===== config.mk =====
export PLATFORM = sky130hd
export DESIGN_NAME = scpi_command_parser_unit
export DESIGN_NICKNAME = d
export VERILOG_FILES = /design/src/rtl/scp_pkg.sv /design/src/rtl/scp_front.sv /design/src/rtl/scp_tokq.sv /design/src/rtl/scp_back.sv /design/src/rtl/scpi_command_parser_unit.sv
export VERILOG_INCLUDE_DIRS = /design/src /design/src/rtl
export SDC_FILE = /design/constraint.sdc
export NUM_CORES = 1
export LEC_CHECK = 0
export ABC_CLOCK_PERIOD_IN_PS = 6700
export BUFFER_PORTS_ARGS = -buffer_cell sky130_fd_sc_hd__buf_2
export CORE_UTILIZATION = 45
export DETAILED_ROUTE_END_ITERATION = 8
export SLEW_MARGIN = 40
export SYNTH_ARGS = -nofsm -noshare
export SYNTH_HDL_FRONTEND = slang
export SYNTH_SLANG_ARGS = --single-unit

===== constraint.sdc =====
create_clock -name i_clk -period 6.7 [get_ports i_clk]
set_input_delay 0.67 -clock i_clk [delete_from_list [all_inputs] [get_ports i_clk]]
set_output_delay 0.67 -clock i_clk [all_outputs]
set_load 0.05 [all_outputs]

===== src/rtl/assert_macros.svh =====
// Shared assertion helpers; clock and reset names follow the project ports.
`ifndef ASSERT_MACROS_SVH
`define ASSERT_MACROS_SVH

// Same-cycle implication.
`define SCP_ASSERT_IMPL(lbl, ante, cons, msg) \
    lbl: assert property (@(posedge i_clk) disable iff (!i_rst_n) (ante) |-> (cons)) \
        else $error(msg);

// Next-cycle implication.
`define SCP_ASSERT_NEXT(lbl, ante, cons, msg) \
    lbl: assert property (@(posedge i_clk) disable iff (!i_rst_n) (ante) |=> (cons)) \
        else $error(msg);

`endif


===== src/rtl/scp_pkg.sv =====
package scp_pkg;

    localparam int VW       = 32;
    localparam int KW_COUNT = 6;

    localparam logic [VW-1:0] VAL_MIN = {1'b1, {(VW-1){1'b0}}};
    localparam logic [VW-1:0] VAL_MAX = ~VAL_MIN;

    localparam logic [7:0] CH_SPACE = 8'h20;
    localparam logic [7:0] CH_LF    = 8'h0A;
    localparam logic [7:0] CH_NUL   = 8'h00;
    localparam logic [7:0] CH_TAB   = 8'h09;
    localparam logic [7:0] CH_VT    = 8'h0B;
    localparam logic [7:0] CH_FF    = 8'h0C;
    localparam logic [7:0] CH_CR    = 8'h0D;
    localparam logic [7:0] CH_PLUS  = 8'h2B;
    localparam logic [7:0] CH_MINUS = 8'h2D;
    localparam logic [7:0] CH_ZERO  = 8'h30;
    localparam logic [7:0] CH_X_LO  = 8'h78;
    localparam logic [7:0] CH_X_UP  = 8'h58;

    // Keyword indexes
    localparam int KW_IDN   = 0;
    localparam int KW_MEASQ = 1;
    localparam int KW_MQ    = 2;
    localparam int KW_MEASR = 3;
    localparam int KW_MS    = 4;
    localparam int KW_SET   = 5;

    localparam logic [7:0] KW_TEXT [KW_COUNT][8] = '{
        '{8'h2A, 8'h49, 8'h44, 8'h4E, 8'h3F, 8'h00, 8'h00, 8'h00},
        '{8'h4D, 8'h45, 8'h41, 8'h53, 8'h55, 8'h52, 8'h45, 8'h3F},
        '{8'h4D, 8'h45, 8'h41, 8'h53, 8'h3F, 8'h00, 8'h00, 8'h00},
        '{8'h4D, 8'h45, 8'h41, 8'h53, 8'h55, 8'h52, 8'h45, 8'h00},
        '{8'h4D, 8'h45, 8'h41, 8'h53, 8'h00, 8'h00, 8'h00, 8'h00},
        '{8'h53, 8'h45, 8'h54, 8'h00, 8'h00, 8'h00, 8'h00, 8'h00}
    };
    localparam logic [3:0] KW_LEN [KW_COUNT] = '{4'd5, 4'd8, 4'd5, 4'd7, 4'd4, 4'd3};

    typedef enum logic [2:0] {
        PH_START = 3'd0,
        PH_SIGN  = 3'd1,
        PH_ZERO  = 3'd2,
        PH_HEXP  = 3'd3,
        PH_HEX   = 3'd4,
        PH_OCT   = 3'd5,
        PH_DEC   = 3'd6,
        PH_DONE  = 3'd7
    } t_nphase;

    typedef enum logic [1:0] {
        BASE_8  = 2'd0,
        BASE_10 = 2'd1,
        BASE_16 = 2'd2
    } t_base;

    typedef enum logic [1:0] {
        GS_IDLE     = 2'd0,
        GS_SET      = 2'd1,
        GS_SET_MEAS = 2'd2
    } t_gstate;

    typedef enum logic [2:0] {
        EV_IDN         = 3'd0,
        EV_MEAS_REPORT = 3'd1,
        EV_MEAS_SET    = 3'd2,
        EV_SYNTAX      = 3'd3,
        EV_UNKNOWN     = 3'd4
    } t_event;

    // Classified token handed from front to back
    typedef struct packed {
        logic          idn;
        logic          measq;
        logic          set;
        logic          meas;
        logic          num;
        logic [VW-1:0] num_val;
    } t_tok;

    typedef struct packed {
        t_event        ev_code;
        logic [VW-1:0] value;
    } t_res;

    function automatic logic [7:0] to_upper(input logic [7:0] c);
        if (c >= 8'h61 && c <= 8'h7A) begin
            return c - 8'h20;
        end
        return c;
    endfunction

    // Digit value in base 36; 36 for anything else
    function automatic logic [5:0] digit_of(input logic [7:0] c);
        if (c >= 8'h30 && c <= 8'h39) begin
            return 6'(c - 8'h30);
        end
        if (c >= 8'h61 && c <= 8'h7A) begin
            return 6'(c - 8'h61) + 6'd10;
        end
        if (c >= 8'h41 && c <= 8'h5A) begin
            return 6'(c - 8'h41) + 6'd10;
        end
        return 6'd36;
    endfunction

endpackage


===== src/rtl/scp_front.sv =====
module scp_front (
    input  logic            i_clk,
    input  logic            i_rst_n,
    input  logic            i_push,
    input  logic [7:0]      i_char_code,
    input  logic            i_tokq_full,
    output logic            o_full,
    output logic            o_tok_push,
    output scp_pkg::t_tok   o_tok
);
    import scp_pkg::*;

    logic                r_in_token;
    logic [3:0]          r_len;
    logic [KW_COUNT-1:0] r_match;
    t_nphase             r_phase;
    t_nphase             n_phase;
    logic [VW-1:0]       r_acc;
    logic                r_neg;
    logic                r_dig;
    logic                r_ovf;

    logic                w_accept;
    logic                w_delim;
    logic [7:0]          w_upper;
    logic [5:0]          w_digit;
    logic [KW_COUNT-1:0] w_keep;
    logic [KW_COUNT-1:0] w_hit;
    logic                w_do_acc;
    t_base               w_base;
    logic                w_set_neg;
    logic                w_set_dig;
    logic                w_ws;
    logic [VW+4:0]       w_acc_x;
    logic [VW+4:0]       w_prod;
    logic                w_sat;
    logic [VW-1:0]       w_val;

    assign o_full   = i_tokq_full;
    assign w_accept = i_push && !i_tokq_full;
    assign w_delim  = (i_char_code == CH_SPACE) || (i_char_code == CH_LF)
                      || (i_char_code == CH_NUL);
    assign w_upper  = to_upper(i_char_code);
    assign w_digit  = digit_of(i_char_code);
    assign w_ws     = (i_char_code == CH_TAB) || (i_char_code == CH_VT)
                      || (i_char_code == CH_FF) || (i_char_code == CH_CR);

    always_comb begin
        for (int k = 0; k < KW_COUNT; k++) begin
            w_keep[k] = (r_len < KW_LEN[k]) && (KW_TEXT[k][r_len[2:0]] == w_upper);
            w_hit[k]  = r_match[k] && (r_len == KW_LEN[k]);
        end
    end

    // Number reader: next phase
    always_comb begin
        n_phase = r_phase;
        case (r_phase)
            PH_START, PH_SIGN: begin
                if (r_phase == PH_START && w_ws) begin
                    n_phase = PH_START;
                end else if (r_phase == PH_START
                             && (i_char_code == CH_PLUS || i_char_code == CH_MINUS)) begin
                    n_phase = PH_SIGN;
                end else if (i_char_code == CH_ZERO) begin
                    n_phase = PH_ZERO;
                end else if (w_digit < 6'd10) begin
                    n_phase = PH_DEC;
                end else begin
                    n_phase = PH_DONE;
                end
            end
            PH_ZERO: begin
                if (i_char_code == CH_X_LO || i_char_code == CH_X_UP) begin
                    n_phase = PH_HEXP;
                end else if (w_digit < 6'd8) begin
                    n_phase = PH_OCT;
                end else begin
                    n_phase = PH_DONE;
                end
            end
            PH_HEXP, PH_HEX: n_phase = (w_digit < 6'd16) ? PH_HEX : PH_DONE;
            PH_OCT:          n_phase = (w_digit < 6'd8)  ? PH_OCT : PH_DONE;
            PH_DEC:          n_phase = (w_digit < 6'd10) ? PH_DEC : PH_DONE;
            default:         n_phase = PH_DONE;
        endcase
    end

    // Number reader: datapath controls
    always_comb begin
        w_do_acc  = 1'b0;
        w_base    = BASE_10;
        w_set_neg = 1'b0;
        w_set_dig = 1'b0;
        case (r_phase)
            PH_START, PH_SIGN: begin
                if (r_phase == PH_START && w_ws) begin
                    w_do_acc = 1'b0;
                end else if (r_phase == PH_START
                             && (i_char_code == CH_PLUS || i_char_code == CH_MINUS)) begin
                    w_set_neg = (i_char_code == CH_MINUS);
                end else if (i_char_code == CH_ZERO) begin
                    w_set_dig = 1'b1;
                end else if (w_digit < 6'd10) begin
                    w_do_acc = 1'b1;
                end
            end
            PH_ZERO: begin
                if (i_char_code != CH_X_LO && i_char_code != CH_X_UP && w_digit < 6'd8) begin
                    w_do_acc = 1'b1;
                    w_base   = BASE_8;
                end
            end
            PH_HEXP, PH_HEX: begin
                w_do_acc = (w_digit < 6'd16);
                w_base   = BASE_16;
            end
            PH_OCT: begin
                w_do_acc = (w_digit < 6'd8);
                w_base   = BASE_8;
            end
            PH_DEC: begin
                w_do_acc = (w_digit < 6'd10);
            end
            default: w_do_acc = 1'b0;
        endcase
    end

    // acc * base + digit, checked against the magnitude limit
    assign w_acc_x = {5'b0, r_acc};
    always_comb begin
        case (w_base)
            BASE_8:  w_prod = (w_acc_x << 3) + {{(VW-1){1'b0}}, w_digit};
            BASE_16: w_prod = (w_acc_x << 4) + {{(VW-1){1'b0}}, w_digit};
            default: w_prod = (w_acc_x << 3) + (w_acc_x << 1) + {{(VW-1){1'b0}}, w_digit};
        endcase
    end
    assign w_sat = w_prod > {5'b0, VAL_MIN};

    // Saturate to the signed range; acc never exceeds the limit
    always_comb begin
        if (r_neg) begin
            w_val = (r_ovf || r_acc[VW-1]) ? VAL_MIN : (~r_acc + 1'b1);
        end else begin
            w_val = (r_ovf || r_acc[VW-1]) ? VAL_MAX : r_acc;
        end
    end

    assign o_tok_push    = w_accept && w_delim && r_in_token;
    assign o_tok.idn     = w_hit[KW_IDN];
    assign o_tok.measq   = w_hit[KW_MEASQ] || w_hit[KW_MQ];
    assign o_tok.set     = w_hit[KW_SET];
    assign o_tok.meas    = w_hit[KW_MEASR] || w_hit[KW_MS];
    assign o_tok.num     = r_dig;
    assign o_tok.num_val = w_val;

    always_ff @(posedge i_clk) begin
        if (!i_rst_n) begin
            r_in_token <= 1'b0;
            r_len      <= '0;
            r_match    <= '1;
            r_phase    <= PH_START;
            r_acc      <= '0;
            r_neg      <= 1'b0;
            r_dig      <= 1'b0;
            r_ovf      <= 1'b0;
        end else if (w_accept) begin
            if (w_delim) begin
                r_in_token <= 1'b0;
                r_len      <= '0;
                r_match    <= '1;
                r_phase    <= PH_START;
                r_acc      <= '0;
                r_neg      <= 1'b0;
                r_dig      <= 1'b0;
                r_ovf      <= 1'b0;
            end else begin
                r_in_token <= 1'b1;
                r_match    <= r_match & w_keep;
                if (r_len != 4'd15) begin
                    r_len <= r_len + 4'd1;
                end
                r_phase <= n_phase;
                if (w_set_neg) begin
                    r_neg <= 1'b1;
                end
                if (w_do_acc || w_set_dig) begin
                    r_dig <= 1'b1;
                end
                // hold the magnitude once saturated
                if (w_do_acc && !r_ovf) begin
                    if (w_sat) begin
                        r_ovf <= 1'b1;
                        r_acc <= VAL_MIN;
                    end else begin
                        r_acc <= w_prod[VW-1:0];
                    end
                end
            end
        end
    end

endmodule


===== src/rtl/scp_tokq.sv =====
module scp_tokq (
    input  logic          i_clk,
    input  logic          i_rst_n,
    input  logic          i_push,
    input  scp_pkg::t_tok i_data,
    input  logic          i_pop,
    output logic          o_full,
    output logic          o_empty,
    output scp_pkg::t_tok o_data
);
    import scp_pkg::*;

    t_tok       r_mem [2];
    logic       r_wp;
    logic       r_rp;
    logic [1:0] r_cnt;

    assign o_full  = (r_cnt == 2'd2);
    assign o_empty = (r_cnt == 2'd0);
    assign o_data  = r_mem[r_rp];

    always_ff @(posedge i_clk) begin
        if (i_push) begin
            r_mem[r_wp] <= i_data;
        end
    end

    always_ff @(posedge i_clk) begin
        if (!i_rst_n) begin
            r_wp  <= 1'b0;
            r_rp  <= 1'b0;
            r_cnt <= '0;
        end else begin
            if (i_push) begin
                r_wp <= ~r_wp;
            end
            if (i_pop) begin
                r_rp <= ~r_rp;
            end
            case ({i_push, i_pop})
                2'b10:   r_cnt <= r_cnt + 2'd1;
                2'b01:   r_cnt <= r_cnt - 2'd1;
                default: r_cnt <= r_cnt;
            endcase
        end
    end

endmodule


===== src/rtl/scp_back.sv =====
module scp_back (
    input  logic          i_clk,
    input  logic          i_rst_n,
    input  scp_pkg::t_tok i_tok,
    input  logic          i_tok_empty,
    output logic          o_tok_pop,
    input  logic          i_pop,
    output logic          o_empty,
    output scp_pkg::t_res o_res
);
    import scp_pkg::*;

    t_gstate       r_gs;
    t_gstate       n_gs;
    logic [VW-1:0] r_mv;
    logic [VW-1:0] n_mv;
    t_res          r_oq [2];
    logic          r_owp;
    logic          r_orp;
    logic [1:0]    r_ocnt;

    logic          w_take;
    logic          w_emit;
    t_event        w_ev;
    logic          w_opush;
    logic          w_opop;
    logic          w_keyish;
    logic          w_load;

    assign w_take    = !i_tok_empty && (r_ocnt != 2'd2);
    assign o_tok_pop = w_take;
    assign w_keyish  = i_tok.set || i_tok.meas || i_tok.num;
    assign w_load    = (r_gs == GS_SET_MEAS) && i_tok.num && !i_tok.set && !i_tok.meas;

    // Grammar: next state
    always_comb begin
        n_gs = GS_IDLE;
        if (!i_tok.idn && !i_tok.measq && w_keyish) begin
            if (i_tok.set && r_gs == GS_IDLE) begin
                n_gs = GS_SET;
            end else if (i_tok.meas && r_gs == GS_SET) begin
                n_gs = GS_SET_MEAS;
            end
        end
    end

    // Grammar: event and stored value
    always_comb begin
        w_emit = 1'b1;
        w_ev   = EV_UNKNOWN;
        n_mv   = r_mv;
        if (i_tok.idn) begin
            w_ev = EV_IDN;
        end else if (i_tok.measq) begin
            w_ev = EV_MEAS_REPORT;
        end else if (w_keyish) begin
            if ((i_tok.set && r_gs == GS_IDLE) || (i_tok.meas && r_gs == GS_SET)) begin
                w_emit = 1'b0;
            end else if (w_load) begin
                w_ev = EV_MEAS_SET;
                n_mv = i_tok.num_val;
            end else begin
                w_ev = EV_SYNTAX;
            end
        end
    end

    assign w_opush = w_take && w_emit;
    assign w_opop  = i_pop && (r_ocnt != 2'd0);
    assign o_empty = (r_ocnt == 2'd0);
    assign o_res   = r_oq[r_orp];

    always_ff @(posedge i_clk) begin
        if (w_opush) begin
            r_oq[r_owp] <= '{ev_code: w_ev, value: n_mv};
        end
    end

    always_ff @(posedge i_clk) begin
        if (!i_rst_n) begin
            r_gs   <= GS_IDLE;
            r_mv   <= '0;
            r_owp  <= 1'b0;
            r_orp  <= 1'b0;
            r_ocnt <= '0;
        end else begin
            if (w_take) begin
                r_gs <= n_gs;
                r_mv <= n_mv;
            end
            if (w_opush) begin
                r_owp <= ~r_owp;
            end
            if (w_opop) begin
                r_orp <= ~r_orp;
            end
            case ({w_opush, w_opop})
                2'b10:   r_ocnt <= r_ocnt + 2'd1;
                2'b01:   r_ocnt <= r_ocnt - 2'd1;
                default: r_ocnt <= r_ocnt;
            endcase
        end
    end

endmodule


===== src/rtl/scpi_command_parser_unit.sv =====
// Byte-serial command token parser.
// Input channel: drive i_char_code with push; a beat moves at a clock edge with
// push high and full low. Space, line feed and NUL close a token; each closed
// token is classified (keyword or number) and run through the SET MEAS grammar.
// Result channel: while empty is low, o_event_res and o_value show the oldest
// result; pop takes it. Only closing delimiters can produce a result.
// Throughput: one byte per cycle sustained while full is low; the path runs through the
// front tokenizer, a two-entry token queue and the grammar stage.
// A closed token is registered in the token queue, its result in the result queue.
// When the consumer stalls, the two-entry result queue fills, the grammar stage
// holds, then the token queue fills and full rises; bytes inside a token are
// held as well until the token queue has room.
// Reset (synchronous, active low) empties both queues, clears the token under
// way, returns the grammar to idle and zeroes the stored measure value.
`include "assert_macros.svh"

module scpi_command_parser_unit (
    input  logic                        i_clk,
    input  logic                        i_rst_n,
    input  logic                        push,
    output logic                        full,
    input  logic [7:0]                  i_char_code,
    output logic                        empty,
    input  logic                        pop,
    output logic [2:0]                  o_event_res,
    output logic signed [scp_pkg::VW-1:0] o_value
);
    import scp_pkg::*;

    t_tok w_tok_in;
    t_tok w_tok_out;
    t_res w_res;
    logic w_tok_push;
    logic w_tok_pop;
    logic w_tokq_full;
    logic w_tokq_empty;
    logic w_delim_beat;

    scp_front u_front (
        .i_clk       (i_clk),
        .i_rst_n     (i_rst_n),
        .i_push      (push),
        .i_char_code (i_char_code),
        .i_tokq_full (w_tokq_full),
        .o_full      (full),
        .o_tok_push  (w_tok_push),
        .o_tok       (w_tok_in)
    );

    scp_tokq u_tokq (
        .i_clk   (i_clk),
        .i_rst_n (i_rst_n),
        .i_push  (w_tok_push),
        .i_data  (w_tok_in),
        .i_pop   (w_tok_pop),
        .o_full  (w_tokq_full),
        .o_empty (w_tokq_empty),
        .o_data  (w_tok_out)
    );

    scp_back u_back (
        .i_clk       (i_clk),
        .i_rst_n     (i_rst_n),
        .i_tok       (w_tok_out),
        .i_tok_empty (w_tokq_empty),
        .o_tok_pop   (w_tok_pop),
        .i_pop       (pop),
        .o_empty     (empty),
        .o_res       (w_res)
    );

    assign o_event_res = w_res.ev_code;
    assign o_value     = w_res.value;

    assign w_delim_beat = push && !full
                          && (i_char_code == CH_SPACE || i_char_code == CH_LF
                              || i_char_code == CH_NUL);

    `SCP_ASSERT_IMPL(a_tok_from_delim, w_tok_push, w_delim_beat, "token pushed without a delimiter")
    `SCP_ASSERT_IMPL(a_tokq_no_overrun, w_tok_push, !w_tokq_full, "token queue overrun")
    `SCP_ASSERT_IMPL(a_tokq_no_underrun, w_tok_pop, !w_tokq_empty, "token queue underrun")
    `SCP_ASSERT_NEXT(a_tokq_fills, w_tok_push && w_tokq_empty, !w_tokq_empty, "token queue lost")

endmodule


Yosys cells after proc, flatten, opt, wreduce, memory -nomap -nowiden
Memories as Yosys holds them, arrays and structs flattened. A register that Yosys moved wholly into a read port is not among the register bits.
Index checks and enable logic that the tools add are counted.
{ "totals": {"register_bits": 91, "ramBits": 144, "rom_bits": 384, "output_inout_bits": 37, "n_memories": 8} }
{ "classes": {"n_addsub": 16, "magnitude_cmp": 16, "n_eq_ne": 40, "mux": 95, "n_bitwise": 7, "reduce_logical": 75} }
{ "mem_list": {"columns": ["name", "depth", "word_bits", "read_ports", "rd_clocked_by_memory_dff", "write_ports", "line", "rtl"], "rows": [
  ["u_tokq.r_mem", 2, 37, 1, 1, 1, "scp_tokq.sv:13", "t_tok r_mem [2];"],
  ["u_back.r_oq", 2, 35, 1, 1, 1, "scp_back.sv:17", "t_res r_oq [2];"],
  ["(name not given)", 8, 8, 1, 0, 0, "scp_front.sv:50", "w_keep[k] = (r_len < KW_LEN[k]) && (KW_TEXT[k][r_len[2:0]] == w_upper);"],
  ["(name not given)", 8, 8, 1, 0, 0, "scp_front.sv:50", null],
  ["(name not given)", 8, 8, 1, 0, 0, "scp_front.sv:50", null],
  ["(name not given)", 8, 8, 1, 0, 0, "scp_front.sv:50", null],
  ["2 more memories", null, null, null, null, null, null, null]
]} }
{ "ops": {"columns": ["cell", "count"], "rows": [
  ["two-way mux 32 bit", 11],
  ["two-way mux 8 bit", 14],
  ["one-hot mux 37 bit (2 select lines)", 1],
  ["== test 8 bit", 6],
  ["two-way mux 6 bit", 7],
  ["two-way mux 1 bit", 41],
  ["== test 8 x 4 -> 1 bit (second input constant)", 5],
  ["adder 36 x 6 -> 37 bit", 1],
  ["adder 37 x 6 -> 37 bit", 1],
  ["> comparator 37 x 32 -> 1 bit (second input constant)", 1],
  ["adder 35 x 33 -> 36 bit", 1],
  ["adder 35 x 6 -> 36 bit", 1],
  ["logical AND 1 bit", 33],
  ["adder 32 x 1 -> 32 bit (second input constant)", 1],
  ["== test 8 x 6 -> 1 bit (second input constant)", 4],
  ["inverter 32 bit", 1],
  ["two-way mux 3 bit", 9],
  ["== test 8 x 7 -> 1 bit (second input constant)", 2],
  [">= comparator 8 x 7 -> 1 bit (second input constant)", 2],
  ["<= comparator 8 x 7 -> 1 bit (second input constant)", 2],
  ["inequality test 8 x 7 -> 1 bit (second input constant)", 2],
  ["nonzero test 2 bit", 8],
  ["one-hot mux 3 bit (5 select lines)", 1],
  ["logical OR 1 bit", 14],
  ["40 further kinds", 80]
]} }

Logic depth before layout (Yosys ltp)
Gate-level depths: netlist of the first run.
{ "logic_depth": {"word_depth": 19, "mapped_depth": 26, "mapped_depth_nobuf": 24} }

Hierarchy
A second synthesis of the first run with hierarchy kept.
{ "unflattened": {"hier_cells": 1681, "hier_area_um2": 16131.7} }
{ "modules_own_cells": {"columns": ["mod", "n_inst", "cells_each", "area_per_inst_um2", "seq_area_each_um2"], "rows": [
  ["scp_front", 1, 1239, 8764.7, 980.9],
  ["scp_back", 1, 305, 4484.3, 2882.8],
  ["scp_tokq", 1, 137, 2882.8, 2322.2]
]} }

Worst setup path before layout of the first run
No wires, ideal clock.
{ "synth_timing": {"path_kind": "input to register", "startpoint": "input i_char_code[0]", "endpoint": "register u_front.r_acc[4]", "setup_ns": 0.068, "arrival_ns": 6.491, "slack_ns": 0.141, "cell_stages": 25, "n_path_buf": 3, "cell_sequence": "clkbuf_1 inv_1 ha_1 or4b_4 a311o_1 a211oi_2 o21ai_0 nand2_1 o21ai_0 ha_1 o21ai_0 o21bai_1 a21oi_1 nor4_1 and4_1 clkbuf_1 nand4_1 or3_1 o31a_1 or3_1 and4b_1 a31oi_1 or3_4 buf_6 o21ai_2"} }
{ "synth_via": {"elab_chain_len": 18} }
{ "synth_rtl": {"columns": ["element", "line", "rtl"], "rows": [
  ["from (decl)", "scpi_command_parser_unit.sv:22", "input logic [7:0] i_char_code,"],
  ["parallel branches: the longest is 18 deep, another holds subtractor 6 bit", null, null],
  ["to (signal assigned)", "scp_front.sv:196", "r_acc <= w_prod[VW-1:0];"],
  ["to (decl)", "scp_front.sv:18", "logic [VW-1:0] r_acc;"]
]} }
Parallel ways; which one is timed is not known. The select of a mux whose other input is x is not followed.
A chain may end at the register's enable or synchronous reset.

Final worst setup path of the first run
{ "layout_timing": {"startpoint": "input i_char_code[0]", "endpoint": "register u_front.r_acc[3]"} }
Same word-level chain as after synthesis.

==> flow_summary.ini, run 1 <==
[clock_tree]
numCtsBuffers = 24
h-tree-depth = 1
cts_root_buffer = clkbuf_16
clk-insertion-delay-late_ps = 520
path_clk_slew_ps = 70
ctsResizeCount = 0
clock_sinks = 237
ctsHoldBuffers = 0
postCtsSetupRepairBufs = 0
clk_path_buf_depth = 3
tritoncts = built

[timing]
tns_ps = 0
worstMarginPinSlew_ps = 806
hold_viol = 0
finalSetupViolCount = 0
fin_crit_ps = 6100
slew_viol_final = 0
slew_headroom = 0.459
timing.fmax_mhz = 164
rsz0062_at_grt = false
fin_crit_sh = 0.911
fin_skew_ps = 18.3

[place]
dpl_cell_area_sq_um = 17300
io_buffers = 48
dp_hpwl_um = 32000
gp_congestion = 0.902

[logic_synthesis]
synthFlopType = edfxtp_1
ys_seq_area_frac = 0.374
syn_area_sq_um = 16600
synth_edf_count = 144
ys_ff_latch = 237
synth_commonest_cells = nand2_1 (241), nor2_1 (178), edfxtp_1 (144), a21oi_1 (131), clkbuf_1 (119)
synthArstFlopShare = 0
syn_inst = 1907
synthTopCellsByArea = edfxtp_1 (26%), dfxtp_1 (11%), nand2_1 (5.5%), ha_1 (4.9%), nor2_1 (4.0%)
ys_types = 90
yosysTopAreaCell = edfxtp_1
yosys_warnings = 0
syn_avg_cell_area_sq_um = 8.68
synth_nets = 1988
post-synth-top-count-cell = nand2_1
yosys.area.top_type_share = 0.261

[run]
maxCapViolCount = 0

[detailed_routing]
vias = 14100
firstDrtPassIters = 7
ant_nets = 0
via_per_inst = 5.94
drt_iter0_markers = 1151
wl_per_cell_um = 18.3
drc = 0
routed_wl_um = 43500

[floorplanning]
die_h_um = 194
dieWidth_um = 194
start_util = 0.461
die_area_sq_um = 37600
rows = 69
coreArea_sq_um = 35900
io_pins = 49

[setup_path]
worstSetupEndpointType = flop
critPathRequiredTime_ps = 7140
crit_fanout = 15
worstSetupPathType = in2reg
start_kind = input pin
cp.arrival_ps = 6540

[power_and_ir_drop]
p_int_mw = 2.86
leakagePower_nw = 6.41
p_per_area_nw_per_um2 = 235
power.share.switching = 0.330
combPwrFrac = 0.270
power.switching_mw = 1.41
seqPwrFrac = 0.397
peakVddDrop_v = 0.000178
power_frac_clock = 0.333
total_power_mw = 4.26

[layout]
finish.utilization = 0.506
drive_above_1_share = 0.116
fin_nets = 1978
diodes = 0
area.growth.synth_to_final_pct = 9.71
design_area_sq_um = 18200

[hold_path]
hold_path_class = reg2reg

[global_route]
grt_pass1_wl_um = 70600
globalRouteOverflowTotal = 0
track_usage = 0.227
grt_pass1_vias = 13200
antenna_found_initial = 0
grt_max_degree = 65

[outcome]
outcome = finished clean
[final timing paths]
path	startpoint	endpoint	slack, ps	cells after the start
worst max-delay path	i_char_code[0]	u_front.r_acc[3]	600	21
worst min-delay path	u_front.r_match[5]	u_front.r_match[5]	460	2
worst max register to register	u_front.r_acc[1]	u_front.r_acc[3]	990	15
worst min register to register	u_front.r_match[5]	u_front.r_match[5]	460	2
[final cells by class]
| class | instances | area, sq um |
|---|---|---|
| inverter | 39 | 148 |
| multi-input combinational | 1498 | 9750 |
| fill | 3398 | 17800 |
| clock buffer | 25 | 626 |
| clock inverter | 19 | 208 |
| sequential | 237 | 6190 |
| timing repair buffer | 97 | 666 |
| tap | 461 | 577 |
[metrics by stage]
step	setup WS (ps)	hold slack (ps)	cells
6_report	600	458	2376
5_1_grt	175	484	2376
4_1_cts	497	463	2376
3_5_place_dp	-7.22	455	2332
3_3_place_gp	168	446	2328
2_1_floorplan	141	427	1907
[power groups by stage]
stage | Combinational, mW | Clock (mW) | Sequential, mW
final | 1.15 | 1.42 | 1.69
after detailed placement | 1.15 | 0 | 1.73
after CTS | 1.16 | 1.44 | 1.69
after global placement | 1.12 | 0 | 1.72
after floorplan | 0.883 | 0 | 1.70
after global routing | 1.24 | 1.51 | 1.70
[logic make-up (layout without fill, tap and decap cells)]
kind of cell | after synthesis | count (layout) | share of synthesized area
simple gates | 734 | 734 | 0.215
mux | 82 | 82 | 0.0524
xor+xnor | 122 | 122 | 0.0645
compound gates | 491 | 491 | 0.199
flops | 237 | 237 | 0.374
buf+inv | 172 | 180 | 0.0407
fa+ha+maj | 69 | 69 | 0.0540
[layer usage]
layer	vias to the layer above	track usage	share of wire
met2	372	0.360	0.44
met5	-	0	0
met4	0	0.0569	0.020
met1	6683	0.330	0.49
li1	6987	-	-
met3	64	0.0247	0.049
[sequential cells by signal, indices dropped and copies added (netlist names), 2 cells and up, named ones only]
signal           cells
u_back.r_mv         32
u_front.r_phase      3
u_back.r_ocnt        2
u_tokq.r_cnt         2
u_tokq.r_mem        74
u_back.r_oq         70
u_front.r_acc       32
u_front.r_match      6
u_front.r_len        4
u_back.r_gs          2
[worst max-delay path, cell delays in order]
cell and delay, ps:
buf_2 180, inv_1 100, ha_1 170, or4b_4 480, a32o_1 300, or4_1 490
o211a_1 290, a21o_1 250, ha_1 360, a21o_1 300, nand3_1 210, nor2_1 180
xor2_1 100, or3b_2 480, a311o_1 320, a211oi_1 230, nand4_1 160, nor4_1 370
a31oi_1 160, or3_4 540, o21ai_0 190
[cell usage in the layout, fill, tap and decap left out, drive strengths merged, types with 40 or more instances in the layout]
cell type,Yosys,layout
a21boi,41,41
a21oi,131,131
buf,14,97
dfxtp,93,93
edfxtp,144,144
ha,65,65
inv,36,40
mux2i,45,45
nand2,241,241
nand3,46,46
nor2,178,178
nor3,41,41
o21ai,101,101
xnor2,61,61
xor2,61,61
(Power assumes the default switching activity.)
==> run 2, diff against run 1 <==
--- a/config.mk
+++ b/config.mk
@@ -9,7 +9,9 @@
 export ABC_CLOCK_PERIOD_IN_PS = 6700
 export BUFFER_PORTS_ARGS = -buffer_cell sky130_fd_sc_hd__buf_2
 export CORE_UTILIZATION = 45
+export CTS_BUF_LIST = sky130_fd_sc_hd__clkbuf_4 sky130_fd_sc_hd__clkbuf_8
 export DETAILED_ROUTE_END_ITERATION = 8
+export GPL_ROUTABILITY_DRIVEN = 0
 export SLEW_MARGIN = 40
 export SYNTH_ARGS = -nofsm -noshare
 export SYNTH_HDL_FRONTEND = slang
==> run 2 against run 1 <==
- cell count is 0.80% higher
- cell area is 0.77% lower
- non-clock buffer count is 4 lower
- sequential share of layout area is 0.26 points higher
- clock-buffer cell count is 27 higher
- first-iteration DRC count is 5.6% lower
- setup slack better by 15 ps
- via count is 1.8% higher
- fmax is 0.25% higher
- sequential power hardly changed
- largest power group unchanged
- worst hold slack better by 0.58 ps
- die area stayed put
==> flow_summary.ini, run 2 (synthesized netlist as in run 1, its figures left out) <==
[timing]
fin_crit_sh = 0.908
finalSetupViolCount = 0
setup_ws_ps = 615
slew_viol_final = 0
hold_ws_ps = 459
fin_skew_ps = 26.5
worstMarginPinSlew_ps = 766
tns_ps = 0
timing.fmax_mhz = 164
slew_headroom = 0.488
rsz0062_at_grt = false
fin_crit_ps = 6090
hold_viol = 0

[floorplanning]
coreArea_sq_um = 35900
dieWidth_um = 194
die_area_sq_um = 37600
rows = 69
io_pins = 49
start_util = 0.461
die_h_um = 194

[detailed_routing]
vias = 14400
wl_per_cell_um = 17.9
firstDrtPassIters = 5
routed_wl_um = 42800
drc = 0
ant_nets = 0
via_per_inst = 6.00
drt_iter0_markers = 1086

[place]
io_buffers = 48
dp_hpwl_um = 31500
dpl_cell_area_sq_um = 17300
pre_cts_ws_ps = 175

[clock_tree]
ctsHoldBuffers = 0
clk-insertion-delay-late_ps = 530
tritoncts = built
ctsResizeCount = 0
path_clk_slew_ps = 60
clock_sinks = 237
numCtsBuffers = 37
h-tree-depth = 2
clk_path_buf_depth = 3
cts_root_buffer = clkbuf_8
postCtsSetupRepairBufs = 0

[layout]
register_area_sq_um = 6190
top_regs = u_tokq.r_mem x74, u_back.r_oq x70
area.growth.synth_to_final_pct = 8.86
final_cell_mix = nand2_1 (241), nor2_1 (172), edfxtp_1 (144), a21oi_1 (131), dfxtp_1 (91)
fin_nets = 1987
multi_input_area_sq_um = 9750
top_register = u_tokq.r_mem
fillers = 3407
diodes = 0
final_common_cell = nand2_1
drive_above_1_share = 0.123
design_area_sq_um = 18000
largest_register_ffs = 74

[power_and_ir_drop]
leakagePower_nw = 6.36
total_power_mw = 4.02
peakVddDrop_v = 0.000124
p_per_area_nw_per_um2 = 223

[setup_path]
worstSetupPathType = in2reg
cp-startpoint = i_char_code[0]
start_kind = input pin
critPathRequiredTime_ps = 7150
crit_fanout = 15
worstSetupEndpointType = flop
cp.arrival_ps = 6540
r2r-start = u_front.r_acc[8]

[outcome]
outcome = finished clean

[run]
maxCapViolCount = 0

[global_route]
globalRouteOverflowTotal = 0
track_usage = 0.224
grt_pass1_vias = 13400
grt_max_degree = 65
grt_pass1_wl_um = 69900
antenna_found_initial = 0

[hold_path]
hold_path_class = reg2reg
min-delay-start = u_front.r_match[5]
-- run 2: cell types whose count changed in the layout (fill, tap and decap cells not counted), moves of 2 or more --
cell,before,now
buf_4,45,40
clkinv_2,5,3
clkbuf_16,25,0
clkbuf_8,0,38
bufinv_16,4,1
clkbuf_4,0,14
inv_6,3,0
clkinv_1,8,12
-- run 2: metrics by stage --
step           std cells   util
2_1_floorplan       1907      -
3_3_place_gp        2323  0.479
3_5_place_dp        2328  0.482
4_1_cts             2395  0.502
5_1_grt             2395  0.502
6_report            2395  0.502
-- run 2: worst paths after layout --
check	to	slack, ps	cells past startpoint
worst min-delay path	u_front.r_match[5]	460	2
worst min register to register	u_front.r_match[5]	460	2
worst max register to register	u_front.r_acc[3]	930	14
worst max-delay path	u_front.r_acc[3]	610	25
-- run 2: layout make-up --
class	instances	area share
Clock buffer	52	0.0349
Clock inverter	15	0.00514
Inverter	39	0.00819
Multi-Input combinational cell	1498	0.541
Sequential cell	237	0.343
Tap cell	461	0.0320
Timing Repair Buffer	93	0.0356
-- run 2: critical path: stages --
cell and delay (ps):
buf_2 180, inv_1 100, ha_1 200, or4b_4 480
a311o_1 390, a211oi_2 200, buf_4 180, o21ai_0 100
nand2_1 70, o21ai_0 130, buf_4 190, ha_1 270
a21o_1 110, a21o_1 260, nand3_1 200, nor2_1 180
xor2_1 90, or3b_2 480, a311o_1 330, a211oi_1 260
nand4_1 180, nor4_1 340, a31oi_1 190, or3_4 550
o21ai_0 190
-- run 2: layer usage --
metal	track usage	share of wire	wire length, um
met1	0.319	0.48	20400
met2	0.358	0.44	18900
met3	0.0290	0.061	2620
met4	0.0616	0.022	948
met5	0	0	0
-- run 2: power breakdown --
group | switching (mW) | internal [mW]
Combinational | 0.774 | 0.360
Sequential | 0.0499 | 1.65
Clock | 0.545 | 0.644
Total | 1.37 | 2.65
